## config.mk

```make
export PLATFORM = sky130hd
export DESIGN_NAME = serial_line_editor
export DESIGN_NICKNAME = d
export VERILOG_FILES = /design/src/rtl/core/sle_pkg.sv /design/src/rtl/core/sle_front.sv /design/src/rtl/core/sle_queue.sv /design/src/rtl/core/sle_back.sv /design/src/rtl/core/serial_line_editor.sv
export VERILOG_INCLUDE_DIRS = /design/src /design/src/rtl/core
export SDC_FILE = /design/constraint.sdc
export NUM_CORES = 1
export LEC_CHECK = 0
export BUFFER_PORTS_ARGS = -buffer_cell sky130_fd_sc_hd__buf_2
export CAP_MARGIN = 20
export CORE_MARGIN = 5
export CORE_UTILIZATION = 35
export DETAILED_ROUTE_END_ITERATION = 16
export PLACE_DENSITY = 0.54
export SYNTH_ARGS = -nofsm -noshare
export SYNTH_HDL_FRONTEND = slang
export SYNTH_SLANG_ARGS = --single-unit
```

## constraint.sdc

```tcl
create_clock -name clk -period 5.3 [get_ports clk]
set_input_delay 0.265 -clock clk [delete_from_list [all_inputs] [get_ports clk]]
set_output_delay 0.265 -clock clk [all_outputs]
set_load 0.05 [all_outputs]
```

## src/rtl/core/serial_line_editor_defines.svh

```systemverilog
// Assertion macros shared by the line editor RTL.
`ifndef SERIAL_LINE_EDITOR_DEFINES_SVH
`define SERIAL_LINE_EDITOR_DEFINES_SVH

// Condition must hold at every edge outside reset.
`define SLE_ASSERT_ALWAYS(lbl, clk_s, rstn_s, cond, msg) \
  lbl: assert property (@(posedge clk_s) disable iff (!rstn_s) (cond)) else $error(msg);

// Antecedent implies consequent in the same cycle.
`define SLE_ASSERT_SAME(lbl, clk_s, rstn_s, ante, cons, msg) \
  lbl: assert property (@(posedge clk_s) disable iff (!rstn_s) (ante) |-> (cons)) \
    else $error(msg);

// Antecedent implies consequent in the next cycle.
`define SLE_ASSERT_NEXT(lbl, clk_s, rstn_s, ante, cons, msg) \
  lbl: assert property (@(posedge clk_s) disable iff (!rstn_s) (ante) |=> (cons)) \
    else $error(msg);

`endif

```

## src/rtl/core/sle_pkg.sv

```systemverilog
`timescale 1ns / 1ps
`default_nettype none
package sle_pkg;

  localparam int unsigned CFG_W = 6;

  localparam logic [7:0] KEY_DEL   = 8'h7f;
  localparam logic [7:0] KEY_BS    = 8'h08;
  localparam logic [7:0] KEY_LF    = 8'h0a;
  localparam logic [7:0] KEY_CR    = 8'h0d;
  localparam logic [7:0] KEY_SPACE = 8'h20;

  localparam logic [1:0] KIND_ECHO = 2'd0;
  localparam logic [1:0] KIND_LINE = 2'd1;
  localparam logic [1:0] KIND_END  = 2'd2;

  typedef enum logic [1:0] {
    OP_CHAR,
    OP_BS,
    OP_EOL
  } op_t;

  typedef struct packed {
    op_t        op;
    logic [7:0] ch;
  } cmd_t;

endpackage
`default_nettype wire

```

## src/rtl/core/sle_front.sv

```systemverilog
`timescale 1ns / 1ps
`default_nettype none
module sle_front
  import sle_pkg::*;
(
  input  wire logic       clk,
  input  wire logic       rst_n,
  input  wire logic       in_valid,
  output logic            in_stall,
  input  wire logic [7:0] in_rx_byte,
  input  wire logic       q_full,
  output logic            q_push,
  output cmd_t            q_cmd
);

  logic cmd_vld_r;
  cmd_t cmd_r;
  cmd_t cmd_nxt;
  logic accept;

  assign in_stall = cmd_vld_r && q_full;
  assign accept   = in_valid && !in_stall;
  assign q_push   = cmd_vld_r && !q_full;
  assign q_cmd    = cmd_r;

  // DEL folds into backspace; the echo carries the folded byte.
  always_comb begin
    cmd_nxt.ch = in_rx_byte;
    unique case (in_rx_byte)
      KEY_DEL, KEY_BS: begin
        cmd_nxt.op = OP_BS;
        cmd_nxt.ch = KEY_BS;
      end
      KEY_CR, KEY_LF: cmd_nxt.op = OP_EOL;
      default:        cmd_nxt.op = OP_CHAR;
    endcase
  end

  always_ff @(posedge clk) begin
    if (!rst_n) begin
      cmd_vld_r <= 1'b0;
    end else begin
      if (accept) begin
        cmd_vld_r <= 1'b1;
        cmd_r     <= cmd_nxt;
      end else if (q_push) begin
        cmd_vld_r <= 1'b0;
      end
    end
  end

endmodule
`default_nettype wire

```

## src/rtl/core/sle_queue.sv

```systemverilog
`timescale 1ns / 1ps
`default_nettype none
`include "serial_line_editor_defines.svh"
module sle_queue
  import sle_pkg::*;
(
  input  wire logic clk,
  input  wire logic rst_n,
  input  wire logic push,
  input  wire cmd_t push_cmd,
  output logic      full,
  input  wire logic pop,
  output cmd_t      pop_cmd,
  output logic      empty
);

  cmd_t       slot_r [2];
  logic       wr_ptr_r;
  logic       rd_ptr_r;
  logic [1:0] fill_r;

  assign full    = (fill_r == 2'd2);
  assign empty   = (fill_r == 2'd0);
  assign pop_cmd = slot_r[rd_ptr_r];

  always_ff @(posedge clk) begin
    if (!rst_n) begin
      wr_ptr_r <= 1'b0;
      rd_ptr_r <= 1'b0;
      fill_r   <= 2'd0;
    end else begin
      if (push) begin
        slot_r[wr_ptr_r] <= push_cmd;
        wr_ptr_r         <= !wr_ptr_r;
      end
      if (pop) begin
        rd_ptr_r <= !rd_ptr_r;
      end
      if (push && !pop) begin
        fill_r <= fill_r + 2'd1;
      end else if (pop && !push) begin
        fill_r <= fill_r - 2'd1;
      end
    end
  end

  `SLE_ASSERT_ALWAYS(a_no_overflow, clk, rst_n, !(push && full), "push into full queue")
  `SLE_ASSERT_ALWAYS(a_no_underflow, clk, rst_n, !(pop && empty), "pop from empty queue")

endmodule
`default_nettype wire

```

## src/rtl/core/sle_back.sv

```systemverilog
`timescale 1ns / 1ps
`default_nettype none
`include "serial_line_editor_defines.svh"
module sle_back
  import sle_pkg::*;
#(
  parameter int unsigned LINE_DEPTH = 32
) (
  input  wire logic             clk,
  input  wire logic             rst_n,
  input  wire logic [CFG_W-1:0] max_length,
  input  wire logic             q_empty,
  input  wire cmd_t             q_cmd,
  output logic                  q_pop,
  output logic                  out_valid,
  input  wire logic             out_stall,
  output logic [1:0]            out_kind,
  output logic [7:0]            out_value,
  output logic                  out_last_of_run
);

  localparam int unsigned CW = $clog2(LINE_DEPTH);
  localparam logic [CFG_W-1:0] CAP_MAX = CFG_W'(LINE_DEPTH - 1);

  typedef enum logic [2:0] {
    S_IDLE,
    S_SPACE,
    S_BACK,
    S_FLUSH,
    S_END
  } state_t;

  state_t         state_r;
  logic [CW-1:0]  count_r;
  logic [CW-1:0]  idx_r;
  logic           out_valid_r;
  logic [1:0]     out_kind_r;
  logic [7:0]     out_value_r;
  logic           out_last_r;
  logic [7:0]     rd_data_r;
  logic [7:0]     line_mem [LINE_DEPTH];

  logic           out_free;
  logic [CFG_W-1:0] cap_raw;
  logic [CFG_W-1:0] cap;
  logic           can_store;
  logic           wr_en;
  logic           flush_last;
  logic           flush_step;
  logic [CW-1:0]  rd_addr;

  assign out_free = !out_valid_r || !out_stall;
  assign q_pop    = (state_r == S_IDLE) && !q_empty && out_free;

  assign cap_raw   = (max_length == '0) ? '0 : max_length - 1'b1;
  assign cap       = (cap_raw > CAP_MAX) ? CAP_MAX : cap_raw;
  assign can_store = CFG_W'(count_r) < cap;
  assign wr_en     = q_pop && (q_cmd.op == OP_CHAR) && can_store;

  assign flush_last = (idx_r == count_r - 1'b1);
  assign flush_step = (state_r == S_FLUSH) && out_free && !flush_last;
  // Read one entry ahead so a line byte leaves every cycle that out_stall is low.
  assign rd_addr = (state_r != S_FLUSH) ? '0 : (flush_step ? idx_r + 1'b1 : idx_r);

  always_ff @(posedge clk) begin
    if (wr_en) begin
      line_mem[count_r] <= q_cmd.ch;
    end
    rd_data_r <= line_mem[rd_addr];
  end

  always_ff @(posedge clk) begin
    if (!rst_n) begin
      state_r     <= S_IDLE;
      count_r     <= '0;
      idx_r       <= '0;
      out_valid_r <= 1'b0;
    end else begin
      if (out_free) begin
        out_valid_r <= 1'b0;
      end
      unique case (state_r)
        S_IDLE: begin
          if (q_pop) begin
            out_valid_r <= 1'b1;
            out_kind_r  <= KIND_ECHO;
            out_value_r <= q_cmd.ch;
            out_last_r  <= 1'b1;
            idx_r       <= '0;
            unique case (q_cmd.op)
              OP_BS: begin
                if (count_r != '0) begin
                  count_r    <= count_r - 1'b1;
                  out_last_r <= 1'b0;
                  state_r    <= S_SPACE;
                end
              end
              OP_EOL: begin
                out_last_r <= 1'b0;
                state_r    <= (count_r == '0) ? S_END : S_FLUSH;
              end
              default: begin
                if (can_store) begin
                  count_r <= count_r + 1'b1;
                end
              end
            endcase
          end
        end
        S_SPACE: begin
          if (out_free) begin
            out_valid_r <= 1'b1;
            out_kind_r  <= KIND_ECHO;
            out_value_r <= KEY_SPACE;
            out_last_r  <= 1'b0;
            state_r     <= S_BACK;
          end
        end
        S_BACK: begin
          if (out_free) begin
            out_valid_r <= 1'b1;
            out_kind_r  <= KIND_ECHO;
            out_value_r <= KEY_BS;
            out_last_r  <= 1'b1;
            state_r     <= S_IDLE;
          end
        end
        S_FLUSH: begin
          if (out_free) begin
            out_valid_r <= 1'b1;
            out_kind_r  <= KIND_LINE;
            out_value_r <= rd_data_r;
            out_last_r  <= 1'b0;
            if (flush_last) begin
              state_r <= S_END;
            end else begin
              idx_r <= idx_r + 1'b1;
            end
          end
        end
        S_END: begin
          if (out_free) begin
            out_valid_r <= 1'b1;
            out_kind_r  <= KIND_END;
            out_value_r <= 8'(count_r);
            out_last_r  <= 1'b1;
            count_r     <= '0;
            state_r     <= S_IDLE;
          end
        end
        default: state_r <= S_IDLE;
      endcase
    end
  end

  assign out_valid       = out_valid_r;
  assign out_kind        = out_kind_r;
  assign out_value       = out_value_r;
  assign out_last_of_run = out_last_r;

  `SLE_ASSERT_SAME(a_flush_has_data, clk, rst_n, state_r == S_FLUSH, count_r != '0, "flush with empty line")
  `SLE_ASSERT_NEXT(a_end_clears, clk, rst_n, (state_r == S_END) && out_free, count_r == '0, "line not cleared after end marker")
  `SLE_ASSERT_NEXT(a_pop_emits, clk, rst_n, q_pop, out_valid_r && (out_kind_r == KIND_ECHO), "pop without echo")

endmodule
`default_nettype wire

```

## src/rtl/core/serial_line_editor.sv

```systemverilog
`timescale 1ns / 1ps
`default_nettype none
// The echo passes the front-end command register, a queue slot and the back-end
//   output register. Throughput, out_stall low: plain bytes 1 item/cycle; held
//   line backspace gives BS, space, BS; CR/LF gives echo, held bytes, end
//   marker; the back end drives its single output register one result per cycle.
// Reset (sync, active low): line empty, max_length = 32, queue and output empty;
//   the line memory is not cleared.
module serial_line_editor
  import sle_pkg::*;
#(
  parameter int unsigned LINE_DEPTH = 32
) (
  input  wire logic             clk,
  input  wire logic             rst_n,
  input  wire logic             cfg_wr_en,
  input  wire logic [CFG_W-1:0] cfg_wr_data,
  input  wire logic             in_valid,
  output logic                  in_stall,
  input  wire logic [7:0]       in_rx_byte,
  output logic                  out_valid,
  input  wire logic             out_stall,
  output logic [1:0]            out_kind,
  output logic [7:0]            out_value,
  output logic                  out_last_of_run
);

  logic [CFG_W-1:0] max_len_r;
  logic q_full;
  logic q_push;
  logic q_pop;
  logic q_empty;
  cmd_t push_cmd;
  cmd_t pop_cmd;

  always_ff @(posedge clk) begin
    if (!rst_n) begin
      max_len_r <= CFG_W'(32);
    end else if (cfg_wr_en) begin
      max_len_r <= cfg_wr_data;
    end
  end

  sle_front u_front (
    .clk        (clk),
    .rst_n      (rst_n),
    .in_valid   (in_valid),
    .in_stall   (in_stall),
    .in_rx_byte (in_rx_byte),
    .q_full     (q_full),
    .q_push     (q_push),
    .q_cmd      (push_cmd)
  );

  sle_queue u_queue (
    .clk      (clk),
    .rst_n    (rst_n),
    .push     (q_push),
    .push_cmd (push_cmd),
    .full     (q_full),
    .pop      (q_pop),
    .pop_cmd  (pop_cmd),
    .empty    (q_empty)
  );

  sle_back #(
    .LINE_DEPTH (LINE_DEPTH)
  ) u_back (
    .clk             (clk),
    .rst_n           (rst_n),
    .max_length      (max_len_r),
    .q_empty         (q_empty),
    .q_cmd           (pop_cmd),
    .q_pop           (q_pop),
    .out_valid       (out_valid),
    .out_stall       (out_stall),
    .out_kind        (out_kind),
    .out_value       (out_value),
    .out_last_of_run (out_last_of_run)
  );

endmodule
`default_nettype wire
```

Word-level counts from Yosys, hierarchy flattened
Memories as Yosys holds them, arrays and structs flattened. A register that Yosys moved wholly into a read port is not among the register bits.
Index checks and enable logic that the tools add are counted.
- memories: 2
- output and inout port bits: 13
- word-level logic and storage cells: 155
- bits in writable memories: 276
- input bits: 19
- register bits: 46
- add/subtract/negate cells: 6
- multiplexer cells: 56
- reductions and logical operators: 48
- eq/ne operators: 27
- order comparisons: 2
- memories (name ; words ; width ; rd ports ; clocked after Yosys merged registers in ; wr ports ; RTL line ; text):
    u_back.line_mem ; 32 ; 8 ; 1 ; 1 ; 1 ; sle_back.sv:41 ; logic [7:0] line_mem [LINE_DEPTH];
    u_queue.slot_r ; 2 ; 10 ; 1 ; 1 ; 1 ; sle_queue.sv:17 ; cmd_t slot_r [2];
- operators with widths (operator ; number):
    5-bit two-way mux ; 9
    8-bit two-way mux ; 5
    8-bit case mux with 5 select lines ; 1
    5-bit case mux with 2 select lines ; 3
    8-bit by 4-bit == test with 1-bit output (second input constant) ; 3
    3-bit two-way mux ; 7
    2-bit by 1-bit != test with 1-bit output (second input constant) ; 9
    1-bit two-way mux ; 16
    7-bit AND reduction ; 2
    2-bit two-way mux ; 6
    6-bit two-way mux ; 2
    3-bit case mux with 4 select lines ; 1
    6-bit AND reduction ; 2
    1-bit logical AND ; 11
    5-bit by 1-bit adder with 5-bit output (second input constant) ; 2
    1-bit logical NOT ; 10
    5-bit nonzero test ; 2
    2-bit OR reduction ; 5
    8-bit by 7-bit == test with 1-bit output (second input constant) ; 1
    2-bit case mux with 4 select lines ; 1
    2-bit nonzero test ; 4
    3-bit by 2-bit == test with 1-bit output (second input constant) ; 2
    6-bit by 5-bit > comparator with 1-bit output (second input constant) ; 1
    6-bit logical NOT ; 1
    27 further kinds ; 33

Logic depth before layout (Yosys ltp)
- word-level depth: 9
- mapped depth: 15
- mapped depth without buffers: 13

Modules after synthesis
A second synthesis with hierarchy kept.
- cell total of the unflattened synthesis: 1028
- area, all modules: 14000.9 sq um
- by module, submodules not included (module ; area each (sq um) ; times used ; cells an instance):
    sle_back ; 12361.9 ; 1 ; 921
    sle_queue ; 939.7 ; 1 ; 54
    sle_front ; 473.0 ; 1 ; 34
    serial_line_editor ; 226.5 ; 1 ; 19

Least setup slack after synthesis
No wires, ideal clock.
- path kind: register to register
- start: reg max_len_r[2]
- end: mem u_back.line_mem[12][0] (enable)
- library setup time: 0.370 ns
- path slack: 2.376 ns
- stages on the path, launching flop included: 14
- arrival time: 2.554 ns
- path through: dfxtp_1 > nor3_1 > nand3_1 > xnor2_1 > o21ai_0 > ha_1 > inv_1 > o21bai_1 > a21oi_1 > nor2b_1 > o21ai_0 > and4b_1 > nand2_1 > nor2_1
- longest elaborated chain between the ends: 8
- RTL lines (item ; RTL line ; text):
    start, declared ; serial_line_editor.sv:28 ; logic [CFG_W-1:0] max_len_r;
    start signal, assigned ; serial_line_editor.sv:40 ; max_len_r <= cfg_wr_data;
    6-bit by 1-bit subtractor with 6-bit output or 6-bit logical NOT (tied branches) ; sle_back.sv:55 ; assign cap_raw = (max_length == '0) ? '0 : max_length - 1'b1;
    6-bit two-way mux * ; sle_back.sv:55 ;
    6-bit by 5-bit > comparator with 1-bit output ; sle_back.sv:56 ; assign cap = (cap_raw > CAP_MAX) ? CAP_MAX : cap_raw;
    6-bit two-way mux * ; sle_back.sv:56 ;
    5-bit by 6-bit less-than comparator with 1-bit output * ; sle_back.sv:57 ; assign can_store = CFG_W'(count_r) < cap;
    1-bit logical AND * ; sle_back.sv:58 ; assign wr_en = q_pop && (q_cmd.op == OP_CHAR) && can_store;
    1-bit two-way mux * ; sle_back.sv:66 ; if (wr_en) begin
    1-bit two-way mux (not written as such) * ; sle_back.sv:67 ; line_mem[count_r] <= q_cmd.ch;
    end, declared ; sle_back.sv:41 ;
Every way passes the cells marked *; elsewhere a longest branch is shown, timed or not.

Final worst setup path
- start: reg u_back.count_r[0]
- end: reg u_back.rd_data_r[2] (read register of u_back.line_mem)
- longest elaborated chain between the ends: 6
- RTL lines (item ; RTL line ; text):
    start, declared ; sle_back.sv:34 ; logic [CW-1:0] count_r;
    start signal, assigned ; sle_back.sv:93 ; count_r <= count_r - 1'b1;
    start signal, assigned ; sle_back.sv:104 ; count_r <= count_r + 1'b1;
    5-bit by 1-bit subtractor with 5-bit output ; sle_back.sv:60 ; assign flush_last = (idx_r == count_r - 1'b1);
    5-bit == test ; sle_back.sv:60 ;
    1-bit logical NOT ; sle_back.sv:61 ; assign flush_step = (state_r == S_FLUSH) && out_free && !flush_last;
    1-bit logical AND ; sle_back.sv:61 ;
    5-bit two-way mux (2 in series) ; sle_back.sv:63 ; assign rd_addr = (state_r != S_FLUSH) ? '0 : (flush_step ? idx_r + 1'b1 : idx_r);
    end, declared ; sle_back.sv:40 ; logic [7:0] rd_data_r;
Every way passes these cells.
A chain may end at the register's enable or synchronous reset.

==> impl_metrics.toml <==
[floorplan]
start_util_pct = 35.3
dieHeight_um = 210
row_count = 73
fp.dieW_um = 210
dieArea_mm2 = 0.0439
fp.coreArea_mm2 = 0.0395
pin_count = 32

[final_layout]
n_antenna_cell = 0
stdcell_count = 1658
final_layout_size_suffix_gt1_share_pct = 11.2
area_growth_pct = 14.4
final_nets = 1139

[synth]
synth_fp_nets = 1105
synth_edf_count = 297
yosys-top-cells-area = "edfxtp_1 (64%), nand2_1 (5.1%), dfxtp_1 (4.9%), mux2i_1 (3.5%), a21oi_1 (1.9%)"
synth_seq_cells = 331
ys_warn_count = 0
netlist_area_mm2 = 0.0139
ys_seq_area_share_pct = 68.8
synth_cell_types = 64
ys_async_sr_fraction_pct = 0
avgSynthCellArea_um2 = 13.0
syn_inst = 1070
synth_top_area_share_pct = 64.0
yosys.area.top_type = "edfxtp_1"
synthFlopType = "edfxtp_1"

[sta]
fin_crit_sh_pct = 84.4
setup_ws_ns = 0.825
grt_setup_unrepaired = "false"
final_max_slew_viol_count = 0
fmax_mhz = 223
period_needed_ns = 4.47
finalSetupViolCount = 0
fin_skew_ns = 0.0105
worst_pin_slew_ns = 1.01
relSlewSlack_pct = 32.7
hold_viol = 0
fin_setup_tns_ns = 0

[setup_path]
rrSetupSlack_ns = 0.83
crit_slowest_cell = "nor4_1"
start_kind = "flop"
path_max_fanout = 33
worst-path-buf-inv = 2
cpLargestDelayFamily = "simple AND/OR/NAND/NOR gates"
crit_chain = "inv_1 > ha_1 > xnor2_1 > nor2_1 > o2111a_2 > nor3_1 > o2bb2ai_4 > buf_4 > mux2i_1 > o22ai_1 > nor4_1 > nand3_1"
end_kind = "flop"
worstSetupPathType = "reg -> reg"
cp_data_required_time_ns = 5.66
crit_path_max_incr_delay_ns = 0.66
cp.arrival_ns = 4.84

[power_and_ir_drop]
cellPowerDensity_mw_per_mm2 = 434
total_leakage_power_uw = 0.00544
p_total_uw = 6920
vdd_drop_max_uv = 297

[grt]
grt_use_total_pct = 15.7
antenna_found_initial = 1
grt_pass1_vias = 8667
overflow = 0
grt_max_degree = 41
grt_pass1_wl_um = 53700

[drt]
wire_per_inst_um = 21.1
drc = 0
first_iter_violations = 689
via_per_inst = 5.32
ant_nets = 0
vias = 8817
dr.pass1.iters = 5
drt_wl_total_um = 35000

[hold_path]
hp-class = "in -> reg"

[clocking]
root_buffer = "clkbuf_16"
clk_latency_ns = 0.52
ctsResizeCount = 0
clock-sinks = 331
post_cts_buffers = 0
cts-buffers-inserted = 37
cts.reportedPaths.clkPinSlew_ns = 0.06
cts_buffer_depth = 3
cts_tree = "done"
cts_max_level = 2

[placement]
place_ws_ns = 0.849
place.gp.congestion = 0.853
io_buffers = 31
hpwl_um = 22800
dp_cells = 1585

[run]
drv_cap = 0

[outcome]
status = "finished clean"
==> area by class of cell <==
class,count,area (um^2)
Timing Repair Buffer,53,345
Clock buffer,48,1010
Multi-Input combinational cell,666,4040
Tap cell,525,657
Sequential cell,331,9600
Fill cell,3692,23600
Inverter,15,56.3
Clock inverter,20,249
==> cell usage in the layout (no fill, tap or decap), types with 6 or more instances in the layout <==
cell type	instances
nor3_1	6
mux2_2	8
buf_2	31
xnor2_1	9
and3_1	11
nand3_1	41
a41oi_1	7
o22ai_1	12
nor2b_1	13
clkbuf_16	39
inv_1	15
nor4_1	10
a21boi_0	13
edfxtp_1	297
dfxtp_1	34
ha_1	16
mux2i_1	49
buf_4	16
o21ai_0	21
a32oi_1	11
clkinv_2	9
nor2_1	57
and2_1	12
nand2_1	188
nand4_1	30
a21oi_1	54
xor2_1	6
bufinv_16	6
a31oi_1	11
clkbuf_1	9
==> cell families after synthesis <==
kind of cell             synth area share, %
AND/OR/NAND/NOR                         13.4
flip-flops                              68.8
AO/OA/AOI/OAI                           8.78
buffers and inverters                   2.46
multiplexers                            4.16
adder cells (fa/ha/maj)                 1.44
XOR/XNOR                               0.942
==> tightest hold or removal path: stages <==
cell and delay [ns]:
buf_2 0.08, mux2i_1 0.05, nor2b_1 0.09
==> cells in the mapped netlist, types with 5 or more instances <==
cell,number
ha_1,16
o21a_1,6
dfxtp_1,34
nor4_1,10
nand4_1,30
buf_4,7
edfxtp_1,297
nand2_1,188
inv_1,15
o22ai_1,12
a21boi_0,13
clkbuf_1,27
o21ai_0,21
a21o_1,5
xnor2_1,9
a32oi_1,11
and3_1,11
nor2b_1,13
a41oi_1,7
a221oi_1,5
nor2_1,57
nand3b_1,5
nor3_1,6
and2_1,12
mux2_2,8
xor2_1,6
nand3_1,41
mux2i_1,49
a22o_1,5
buf_2,22
or3_1,5
a31oi_1,11
a21oi_1,54
==> where the power goes <==
group / total, uW / internal (uW) / switching, uW
clock: 2650 / 1640 / 1010
combinational: 1060 / 316 / 747
sequential: 3210 / 3100 / 102
==> per-stage QoR <==
| step | instance area [um^2] | utilization (%) | hold WS, ns |
|---|---|---|---|
| floorplan | 13900 | - | 0.389 |
| finish | 16000 | 40.3 | 0.0130 |
| global placement | 14600 | 37.0 | 0.425 |
| detailed placement | 14600 | 37.0 | 0.429 |
| CTS | 16000 | 40.3 | 0.00279 |
| global route | 16000 | 40.3 | 0.0154 |
==> worst paths after layout <==
check                         start              endpoint  depth (start not counted)
setup / recovery  u_back.count_r[0]   u_back.rd_data_r[2]                         12
setup reg to reg  u_back.count_r[0]   u_back.rd_data_r[2]                         12
hold reg to reg    u_front.q_cmd[9]  u_queue.slot_r[1][9]                          0
hold / removal       cfg_wr_data[1]          max_len_r[1]                          3
==> sequential cells by signal (all words and copies together), names as in the netlist, 3 cells and up, named ones only <==
register and count:
max_len_r 6, u_back.count_r 5, u_back.idx_r 5, u_back.line_mem 256, u_back.out_value 8, u_back.rd_data_r 8, u_back.state_r 3, u_front.q_cmd 10
u_queue.slot_r 20
==> metal layers <==
layer  vias up  part of all wire (%)  GRT usage [%]
met1      4359                    44           21.7
met4         2                   3.1           5.13
li1       4099                     -              -
met3        69                   6.5           2.80
met2       288                    47           25.1
met5         -                 0.020              0
==> what timing repair did <==
action	in CTS	in global routing
hold buffers	5	0
hold endpoints to repair	5	0
endpoints found under the setup margin	0	0
Note: power is estimated with default switching activity, not from simulation.
